--- config.mk ---
export PLATFORM = sky130hd
export DESIGN_NAME = label_value_frame_parser_core
export DESIGN_NICKNAME = d
export VERILOG_FILES = /design/src/rtl/lvfp_pkg.sv /design/src/rtl/label_value_frame_parser_core.sv /design/src/rtl/lvfp_cfg.sv /design/src/rtl/lvfp_parse.sv
export SDC_FILE = /design/constraint.sdc
export NUM_CORES = 1
export LEC_CHECK = 0
export BUFFER_PORTS_ARGS = -buffer_cell sky130_fd_sc_hd__clkbuf_2
export CORE_UTILIZATION = 50
export CTS_BUF_LIST = sky130_fd_sc_hd__clkbuf_8
export CTS_CLUSTER_DIAMETER = 60
export DETAILED_ROUTE_END_ITERATION = 10
export PLACE_DENSITY = 0.83
export SLEW_MARGIN = 30
export SYNTH_ARGS = -nofsm -noshare
export SYNTH_HDL_FRONTEND = slang
export SYNTH_SLANG_ARGS = --single-unit
export TNS_END_PERCENT = 30
--- constraint.sdc ---
create_clock -name clk -period 5.55 [get_ports clk]
set_clock_uncertainty 0.15 [all_clocks]
set_input_delay 1.11 -clock clk [delete_from_list [all_inputs] [get_ports clk]]
set_output_delay 1.11 -clock clk [all_outputs]
set_load 0.05 [all_outputs]
--- src/rtl/lvfp_pkg.sv ---
package lvfp_pkg;

	localparam int LABEL_LIM_W = 6;
	localparam int VALUE_LIM_W = 7;
	localparam int FIELD_LIM_W = 8;
	localparam int OFFSET_W    = 7;
	localparam int COUNT_W     = 8;
	localparam int ADDR_W      = 4;
	localparam int DATA_W      = 32;

	localparam logic [LABEL_LIM_W-1:0] LABEL_LIM_RST = 6'd9;
	localparam logic [VALUE_LIM_W-1:0] VALUE_LIM_RST = 7'd33;
	localparam logic [FIELD_LIM_W-1:0] FIELD_LIM_RST = 8'd32;

	localparam logic [1:0] REG_LABEL_LIMIT = 2'd0;
	localparam logic [1:0] REG_VALUE_LIMIT = 2'd1;
	localparam logic [1:0] REG_FIELD_LIMIT = 2'd2;

	localparam logic [7:0] CH_TAB = 8'h09;
	localparam logic [7:0] CH_LF  = 8'h0a;
	localparam logic [7:0] CH_CR  = 8'h0d;

	localparam logic [OFFSET_W-1:0] CK_NAME_LEN = 7'd8;
	localparam logic [7:0] CK_NAME [8] = '{8'h43, 8'h68, 8'h65, 8'h63,
		8'h6b, 8'h73, 8'h75, 8'h6d};

	typedef enum logic [5:0] {
		PS_START   = 6'b000001,
		PS_LABEL   = 6'b000010,
		PS_VALUE   = 6'b000100,
		PS_CKSUM   = 6'b001000,
		PS_NEWLINE = 6'b010000,
		PS_ERROR   = 6'b100000
	} parse_state_t;

	typedef enum logic [3:0] {
		R_LABEL   = 4'd0,
		R_TAB     = 4'd1,
		R_VALUE   = 4'd2,
		R_FIELD   = 4'd3,
		R_OK      = 4'd4,
		R_BAD     = 4'd5,
		R_BREAK   = 4'd6,
		R_OVER    = 4'd7,
		R_DISCARD = 4'd8,
		R_CLEARED = 4'd9
	} role_t;

	typedef struct packed {
		logic [LABEL_LIM_W-1:0] label_limit;
		logic [VALUE_LIM_W-1:0] value_limit;
		logic [FIELD_LIM_W-1:0] field_limit;
	} lvfp_cfg_t;

	typedef struct packed {
		role_t               role;
		logic [OFFSET_W-1:0] position;
		logic [COUNT_W-1:0]  fields;
	} lvfp_res_t;

endpackage

--- src/rtl/label_value_frame_parser_core.sv ---
// Channel  Handshake                  Payload
// in       in_valid / in_ready        byte_in
// out      out_valid / out_ready      byte_out, role, position, fields_seen
// cfg      psel, penable, pwrite      paddr, pwdata, prdata, pready
//
// A request is held in the input register until the result register can take
// it, and is then parsed into the result register, where its result stays
// valid until out_ready takes it.
// With out_ready high, one byte per cycle is sustained; the parser state
// is updated once per byte as it moves from input to result register.
// Reset clears the parser state and loads the default limits.
// A stalled result holds the input register, and in_ready drops only when
// both registers are full and out_ready is low.
module label_value_frame_parser_core
	import lvfp_pkg::*;
(
	input  logic              clk,
	input  logic              arst_n,
	input  logic              in_valid,
	output logic              in_ready,
	input  logic [7:0]        byte_in,
	output logic              out_valid,
	input  logic              out_ready,
	output logic [7:0]        byte_out,
	output logic [3:0]        role,
	output logic [6:0]        position,
	output logic [7:0]        fields_seen,
	input  logic              psel,
	input  logic              penable,
	input  logic              pwrite,
	input  logic [ADDR_W-1:0] paddr,
	input  logic [DATA_W-1:0] pwdata,
	output logic [DATA_W-1:0] prdata,
	output logic              pready
);

	lvfp_cfg_t  cfg;
	lvfp_res_t  res;
	lvfp_res_t  res_q;
	logic [7:0] byte_s1;
	logic [7:0] byte_q;
	logic       valid_s1;
	logic       out_valid_q;
	logic       out_load;
	logic       advance;

	assign out_load = !out_valid_q || out_ready;
	assign advance  = valid_s1 && out_load;
	assign in_ready = !valid_s1 || out_load;

	lvfp_cfg u_cfg (
		.clk     (clk),
		.arst_n  (arst_n),
		.psel    (psel),
		.penable (penable),
		.pwrite  (pwrite),
		.paddr   (paddr),
		.pwdata  (pwdata),
		.prdata  (prdata),
		.pready  (pready),
		.cfg     (cfg)
	);

	lvfp_parse u_parse (
		.clk     (clk),
		.arst_n  (arst_n),
		.cfg     (cfg),
		.byte_s1 (byte_s1),
		.advance (advance),
		.res     (res)
	);

	always_ff @(posedge clk or negedge arst_n) begin
		if (!arst_n) begin
			valid_s1 <= 1'b0;
		end else if (in_ready) begin
			valid_s1 <= in_valid;
		end
	end

	always_ff @(posedge clk) begin
		if (in_ready && in_valid) begin
			byte_s1 <= byte_in;
		end
	end

	always_ff @(posedge clk or negedge arst_n) begin
		if (!arst_n) begin
			out_valid_q <= 1'b0;
		end else if (out_load) begin
			out_valid_q <= valid_s1;
		end
	end

	always_ff @(posedge clk) begin
		if (advance) begin
			byte_q <= byte_s1;
			res_q  <= res;
		end
	end

	assign out_valid   = out_valid_q;
	assign byte_out    = byte_q;
	assign role        = res_q.role;
	assign position    = res_q.position;
	assign fields_seen = res_q.fields;

	a_empty_ready: assert property (@(posedge clk) disable iff (!arst_n)
		!valid_s1 |-> in_ready)
		else $error("input not ready with empty input register");

	a_s1_hold: assert property (@(posedge clk) disable iff (!arst_n)
		valid_s1 && !advance |=> valid_s1 && $stable(byte_s1))
		else $error("input register lost a byte while stalled");

	a_ok_clears: assert property (@(posedge clk) disable iff (!arst_n)
		out_valid && (role == R_OK || role == R_CLEARED) |-> fields_seen == 8'h00)
		else $error("field count not cleared on block ok or error clear");

	a_role_range: assert property (@(posedge clk) disable iff (!arst_n)
		out_valid |-> role <= R_CLEARED)
		else $error("undefined role code");

endmodule

--- src/rtl/lvfp_cfg.sv ---
module lvfp_cfg
	import lvfp_pkg::*;
(
	input  logic              clk,
	input  logic              arst_n,
	input  logic              psel,
	input  logic              penable,
	input  logic              pwrite,
	input  logic [ADDR_W-1:0] paddr,
	input  logic [DATA_W-1:0] pwdata,
	output logic [DATA_W-1:0] prdata,
	output logic              pready,
	output lvfp_cfg_t         cfg
);

	lvfp_cfg_t  cfg_q;
	logic       wr_en;
	logic [1:0] reg_idx;

	assign pready  = 1'b1;
	assign reg_idx = paddr[3:2];
	assign wr_en   = psel && penable && pwrite;
	assign cfg     = cfg_q;

	always_ff @(posedge clk or negedge arst_n) begin
		if (!arst_n) begin
			cfg_q.label_limit <= LABEL_LIM_RST;
			cfg_q.value_limit <= VALUE_LIM_RST;
			cfg_q.field_limit <= FIELD_LIM_RST;
		end else if (wr_en) begin
			// Writes to an address past the last register are dropped.
			unique case (reg_idx)
				REG_LABEL_LIMIT: cfg_q.label_limit <= pwdata[LABEL_LIM_W-1:0];
				REG_VALUE_LIMIT: cfg_q.value_limit <= pwdata[VALUE_LIM_W-1:0];
				REG_FIELD_LIMIT: cfg_q.field_limit <= pwdata[FIELD_LIM_W-1:0];
				default: ;
			endcase
		end
	end

	always_comb begin
		prdata = '0;
		unique case (reg_idx)
			REG_LABEL_LIMIT: prdata[LABEL_LIM_W-1:0] = cfg_q.label_limit;
			REG_VALUE_LIMIT: prdata[VALUE_LIM_W-1:0] = cfg_q.value_limit;
			REG_FIELD_LIMIT: prdata[FIELD_LIM_W-1:0] = cfg_q.field_limit;
			default:         prdata = '0;
		endcase
	end

endmodule

--- src/rtl/lvfp_parse.sv ---
module lvfp_parse
	import lvfp_pkg::*;
(
	input  logic       clk,
	input  logic       arst_n,
	input  lvfp_cfg_t  cfg,
	input  logic [7:0] byte_s1,
	input  logic       advance,
	output lvfp_res_t  res
);

	parse_state_t        ps_q, n_ps, lb_ps;
	logic [OFFSET_W-1:0] off_q, n_off, lb_off, off_in;
	logic [7:0]          sum_q, n_sum, sum1;
	logic [COUNT_W-1:0]  fcnt_q, n_fcnt, lb_fcnt;
	logic                match_q, n_match, lb_match;
	role_t               n_role, lb_role;
	logic [OFFSET_W-1:0] n_pos;
	logic                is_crlf, is_cr, is_tab;
	logic [COUNT_W:0]    fcnt_inc;

	assign is_cr    = (byte_s1 == CH_CR);
	assign is_crlf  = is_cr || (byte_s1 == CH_LF);
	assign is_tab   = (byte_s1 == CH_TAB);
	assign sum1     = sum_q + byte_s1;
	assign fcnt_inc = {1'b0, fcnt_q} + {{COUNT_W{1'b0}}, 1'b1};

	// Label byte handling; a fresh label starts from offset zero.
	always_comb begin
		off_in   = (ps_q == PS_LABEL) ? off_q : '0;
		lb_ps    = ps_q;
		lb_off   = off_in;
		lb_match = match_q;
		lb_fcnt  = fcnt_q;
		lb_role  = R_LABEL;
		if (is_tab) begin
			lb_off  = '0;
			lb_role = R_TAB;
			lb_ps   = (match_q && off_in == CK_NAME_LEN) ? PS_CKSUM : PS_VALUE;
		end else if (off_in == {1'b0, cfg.label_limit}) begin
			lb_role = R_OVER;
			if (is_crlf) begin
				lb_fcnt = '0;
				lb_ps   = PS_NEWLINE;
			end else begin
				lb_ps = PS_ERROR;
			end
		end else begin
			if (off_in == '0) begin
				lb_match = (byte_s1 == CK_NAME[0]);
			end else if (off_in < CK_NAME_LEN) begin
				lb_match = match_q && (byte_s1 == CK_NAME[off_in[2:0]]);
			end else begin
				lb_match = 1'b0;
			end
			lb_off = off_in + OFFSET_W'(1);
			lb_ps  = PS_LABEL;
		end
	end

	always_comb begin
		n_ps    = ps_q;
		n_off   = off_q;
		n_sum   = sum1;
		n_fcnt  = fcnt_q;
		n_match = match_q;
		n_role  = R_DISCARD;
		n_pos   = '0;
		unique case (ps_q)
			PS_VALUE: begin
				n_pos = off_q;
				if (is_cr) begin
					if (fcnt_inc > {1'b0, cfg.field_limit}) begin
						n_fcnt = '0;
						n_role = R_OVER;
					end else begin
						n_fcnt = fcnt_inc[COUNT_W-1:0];
						n_role = R_FIELD;
					end
					n_ps = PS_NEWLINE;
				end else if (off_q == cfg.value_limit) begin
					n_role = R_OVER;
					if (is_crlf) begin
						n_fcnt = '0;
						n_ps   = PS_NEWLINE;
					end else begin
						n_ps = PS_ERROR;
					end
				end else begin
					n_off  = off_q + OFFSET_W'(1);
					n_role = R_VALUE;
				end
			end
			PS_CKSUM: begin
				// The checksum byte itself is part of the sum being checked.
				if (sum1 == 8'h00) begin
					n_fcnt = '0;
					n_role = R_OK;
				end else begin
					n_role = R_BAD;
				end
				n_sum = '0;
				n_ps  = PS_NEWLINE;
			end
			PS_ERROR: begin
				if (is_crlf) begin
					n_fcnt = '0;
					n_ps   = PS_NEWLINE;
					n_role = R_CLEARED;
				end else begin
					n_role = R_DISCARD;
				end
			end
			PS_NEWLINE: begin
				if (is_crlf) begin
					n_role = R_BREAK;
				end else begin
					n_ps    = lb_ps;
					n_off   = lb_off;
					n_fcnt  = lb_fcnt;
					n_match = lb_match;
					n_role  = lb_role;
					n_pos   = off_in;
				end
			end
			default: begin
				n_ps    = lb_ps;
				n_off   = lb_off;
				n_fcnt  = lb_fcnt;
				n_match = lb_match;
				n_role  = lb_role;
				n_pos   = off_in;
			end
		endcase
	end

	assign res.role     = n_role;
	assign res.position = n_pos;
	assign res.fields   = n_fcnt;

	always_ff @(posedge clk or negedge arst_n) begin
		if (!arst_n) begin
			ps_q    <= PS_START;
			off_q   <= '0;
			sum_q   <= '0;
			fcnt_q  <= '0;
			match_q <= 1'b0;
		end else if (advance) begin
			ps_q    <= n_ps;
			off_q   <= n_off;
			sum_q   <= n_sum;
			fcnt_q  <= n_fcnt;
			match_q <= n_match;
		end
	end

endmodule

==> flow_summary.ini <==
[cts]
ctsResizeCount = 0
clock_insertion_delay_worst_skew_ns = 0.37
tritoncts = done
clock-root-buffer = clkbuf_8
cts_inserted_buffers = 9
htreeDepth = 3
clkTransAtPathRegs_ns = 0.09
clock_tree.buffer_depth = 2
cts_hold_buffers = 0
cts_sinks = 88
cts.repair_timing.setup_buffer_count = 0

[logic_synthesis]
synthesis.yosys.warnings = 0
postSynthCellCount = 577
synth-main-ff-cell = dfrtp_1
synth.lib_cells_used.distinct = 82
postSynthAreaPerCell_um2 = 9.81
post_synth_instance_area_mm2 = 0.00566
synth_sequential_area_ratio_pct = 42.1
ys_async_sr_fraction_pct = 60.2
synth-seq-cells = 88
synth-edff-count = 35

[global_route]
grt_pass1_wl_mm = 21.3
grt_start_max_net_pins = 54
number_of_antenna_violations_at_the_first_check_in_global_routing = 0
grt_pass1_vias = 4459
grt_overflow_total = 0
groute.usage.overall_pct = 23.1

[power_and_ir_drop]
total_switching_power_w = 0.000896
clockPowerShare_pct = 19.9
power.density_mw_per_mm2 = 360
max-vdd-ir-drop_v = 0.000149
pwr-share-seq_pct = 41.5
internal_power_w = 0.00132
sw_frac_of_total_pct = 40.5
total_leakage_power_nw = 2.70
power_frac_comb_pct = 38.6

[worst_setup_path]
cp_cell_sequence = ha_1 -> nand3_1 -> xnor2_1 -> inv_1 -> ha_1 -> a211oi_1 -> nor2_1 -> o41ai_1 -> nand2_1 -> nor3_1 -> a211oi_1 -> a21oi_1
worstPathArrival_ns = 4.08
cp-endpoint = u_parse.fcnt_q[7]$_DFFE_PN0P_
r2r_cells = 12
critPathSlowestCell = o41ai_1
worst_reg2reg_endpoint = u_parse.fcnt_q[7]$_DFFE_PN0P_
timing.rr.start = u_parse.fcnt_q[0]$_DFFE_PN0P_
worst-path-max-fanout = 8
timing.critical_path.slowest_cell_delay_ns = 0.72
cp-start-kind = flop
worst_ep_required_time_ns = 5.69
setup.worst_path.start = u_parse.fcnt_q[0]$_DFFE_PN0P_
critical_path.endpoint_type = flop
class_of_the_most_critical_setup_path = reg2reg
r2r_slack_ns = 1.61

[detailed_routing]
drt_first_pass_iters = 6
final_antenna_net_count = 0
drc_errors = 0
drt-vias-per-instance = 6.04
routed_wire_length_per_instance_um = 16.8
dr_total_vias = 4648
finalWirelength_mm = 12.9
drtIter0Drc = 442

[cells_and_area]
count_of_antenna_diodes_in_the_layout = 0
area.growth.synth_to_final_pct = 8.42
fin_area_mm2 = 0.00614
fin_nets = 702
area_of_the_multi_input_gates_mm2 = 0.00296
num-fill-cells = 950
final-seq-area_mm2 = 0.00238
layout-drive-gt1-share_pct = 20.5

[placed_design]
placed_area_mm2 = 0.00594
routability_driven_placement_congestion_ratio = 0.883
dp_hpwl_mm = 9.04
port-buffer-count = 61

[floorplan]
floorplan.rows = 38
die_height_um = 108
design.portCount = 113
placeableCoreArea_mm2 = 0.0109
total_die_area_mm2 = 0.0118
die_width_um = 108
initial_utilization_pct = 51.8

[run_status]
outcome = finished, final reports clean

[timing]
hold_ws_ns = 0.328
clock.fmax_mhz = 254
report.final.hold_viol_count = 0
slew_violations = 0
finalCritPeriodShare_pct = 71.0
setup_viol = 0
max-slew-margin-rel_pct = 40.3
totalNegativeSetupSlack_ns = 0
grt_setup_unrepaired = no
transition_time_of_the_tightest_slew_check_pin_ns = 0.883
post-route-min-period_ns = 3.94

[hold_path]
hp-class = reg2reg

[job]
cap_viol_max_count = 0
cells by family (layout without fill, tap and decap cells):
logic type / Yosys count / after routing / synth area share, %
XOR/XNOR: 25 / 25 / 3.87
buffers and inverters: 78 / 108 / 7.29
multiplexers: 24 / 24 / 4.75
adder cells (fa/ha/maj): 26 / 26 / 5.88
AND/OR/NAND/NOR: 209 / 209 / 20.8
AO/OA/AOI/OAI: 125 / 125 / 15.2
other: 2 / 25 / 0.133
flip-flops: 88 / 88 / 42.1
state kept, by name (all words and copies together) (netlist names):
name	flops
byte_out	8
u_parse.off_q	7
fields_seen	8
valid_s1	1
position	7
role	4
u_cfg.cfg	21
byte_s1	8
u_parse.ps_q	6
u_parse.sum_q	8
u_parse.match_q	1
u_parse.fcnt_q	8
out_valid	1
layout make-up:
cell class | count | area share, %
multi-input cells | 434 | 48.2
flip-flops and latches | 88 | 38.9
repair buffers | 64 | 5.34
well taps | 140 | 2.85
clock buffers | 9 | 2.02
inverters | 28 | 1.71
clock inverters | 7 | 1.06
cells in the final DEF, fill, tap and decap left out, types with 3 or more instances in the layout:
master,n
clkbuf_2,61
dfrtp_1,47
nand2_1,45
nor2_1,41
edfxtp_1,35
a21oi_1,31
inv_1,30
o21ai_0,27
ha_1,25
conb_1,25
mux2_2,23
nand3_1,17
nor3_1,16
xor2_1,13
xnor2_1,12
and2_1,11
a31oi_1,10
and3_1,9
clkbuf_8,9
nand2b_1,7
a211oi_1,7
nor4_1,7
a222oi_1,6
nand3b_1,6
nor2b_1,6
dfstp_2,6
nand4b_1,5
o31ai_1,5
or3_1,4
nand4_1,4
or2_2,3
o21a_1,3
a22oi_1,3
buf_4,3
cells in the mapped netlist (10+ instances only):
cell type  number  area [µm²]
a21oi_1        31         155
a31oi_1        10        62.6
and2_1         11        68.8
buf_4          25         188
clkbuf_1       13        48.8
dfrtp_1        47        1180
edfxtp_1       35        1050
ha_1           25         313
inv_1          28         105
mux2_2         23         259
nand2_1        45         169
nand3_1        17        85.1
nor2_1         41         154
nor3_1         16        80.1
o21ai_0        27         135
xnor2_1        12         105
xor2_1         13         114
per-stage QoR:
| stage | total power [W] | setup WS (ns) | utilization (%) | cells |
|---|---|---|---|---|
| floorplan | 0.00160 | 1.95 | - | 600 |
| global placement | 0.00173 | 1.75 | 54.3 | 754 |
| detailed placement | 0.00177 | 1.68 | 54.3 | 754 |
| CTS | 0.00220 | 1.65 | 56.1 | 770 |
| global route | 0.00234 | 1.25 | 56.1 | 770 |
| finish | 0.00221 | 1.61 | 56.1 | 770 |
worst min path at each step:
stage	slack (ns)	cells after the start	from	endpoint
after global placement	0.30	2	u_parse.sum_q[0]$_DFFE_PN0P_	u_parse.sum_q[0]$_DFFE_PN0P_
after global routing	0.35	2	u_parse.sum_q[4]$_DFFE_PN0P_	u_parse.sum_q[4]$_DFFE_PN0P_
after CTS	0.33	2	u_parse.sum_q[3]$_DFFE_PN0P_	u_parse.sum_q[3]$_DFFE_PN0P_
final	0.33	2	u_parse.sum_q[4]$_DFFE_PN0P_	u_parse.sum_q[4]$_DFFE_PN0P_
after detailed placement	0.31	2	u_parse.sum_q[4]$_DFFE_PN0P_	u_parse.sum_q[4]$_DFFE_PN0P_
after floorplan	0.29	2	u_parse.sum_q[0]$_DFFE_PN0P_	u_parse.sum_q[0]$_DFFE_PN0P_
power groups by stage:
stage,combinational [W],sequential [W],clock [W]
2_1_floorplan,0.000669,0.000932,0
3_3_place_gp,0.000806,0.000923,0
3_5_place_dp,0.000840,0.000927,0
4_1_cts,0.000848,0.000914,0.000441
5_1_grt,0.000936,0.000934,0.000472
6_report,0.000853,0.000917,0.000440
worst max-delay path: cells and delay by family, from the launching register on:
kind                       cells  cell delay (ns)
AOI/OAI and AO/OA              4             1.25
and+or+nand+nor                4             0.97
adders and majority gates      2             0.63
DFF                            1             0.51
xor gates and xnor gates       1             0.23
buffers and inverters          1             0.11
routing by layer:
| metal | vias up | global-route usage [%] | wire length [µm] |
|---|---|---|---|
| li1 | 2167 | - | - |
| met1 | 2251 | 30.0 | 5440 |
| met2 | 194 | 37.7 | 6400 |
| met3 | 36 | 3.38 | 768 |
| met4 | 0 | 11.5 | 307 |
| met5 | - | 0 | 0 |
No activity file was read; power rests on OpenSTA's default activity.
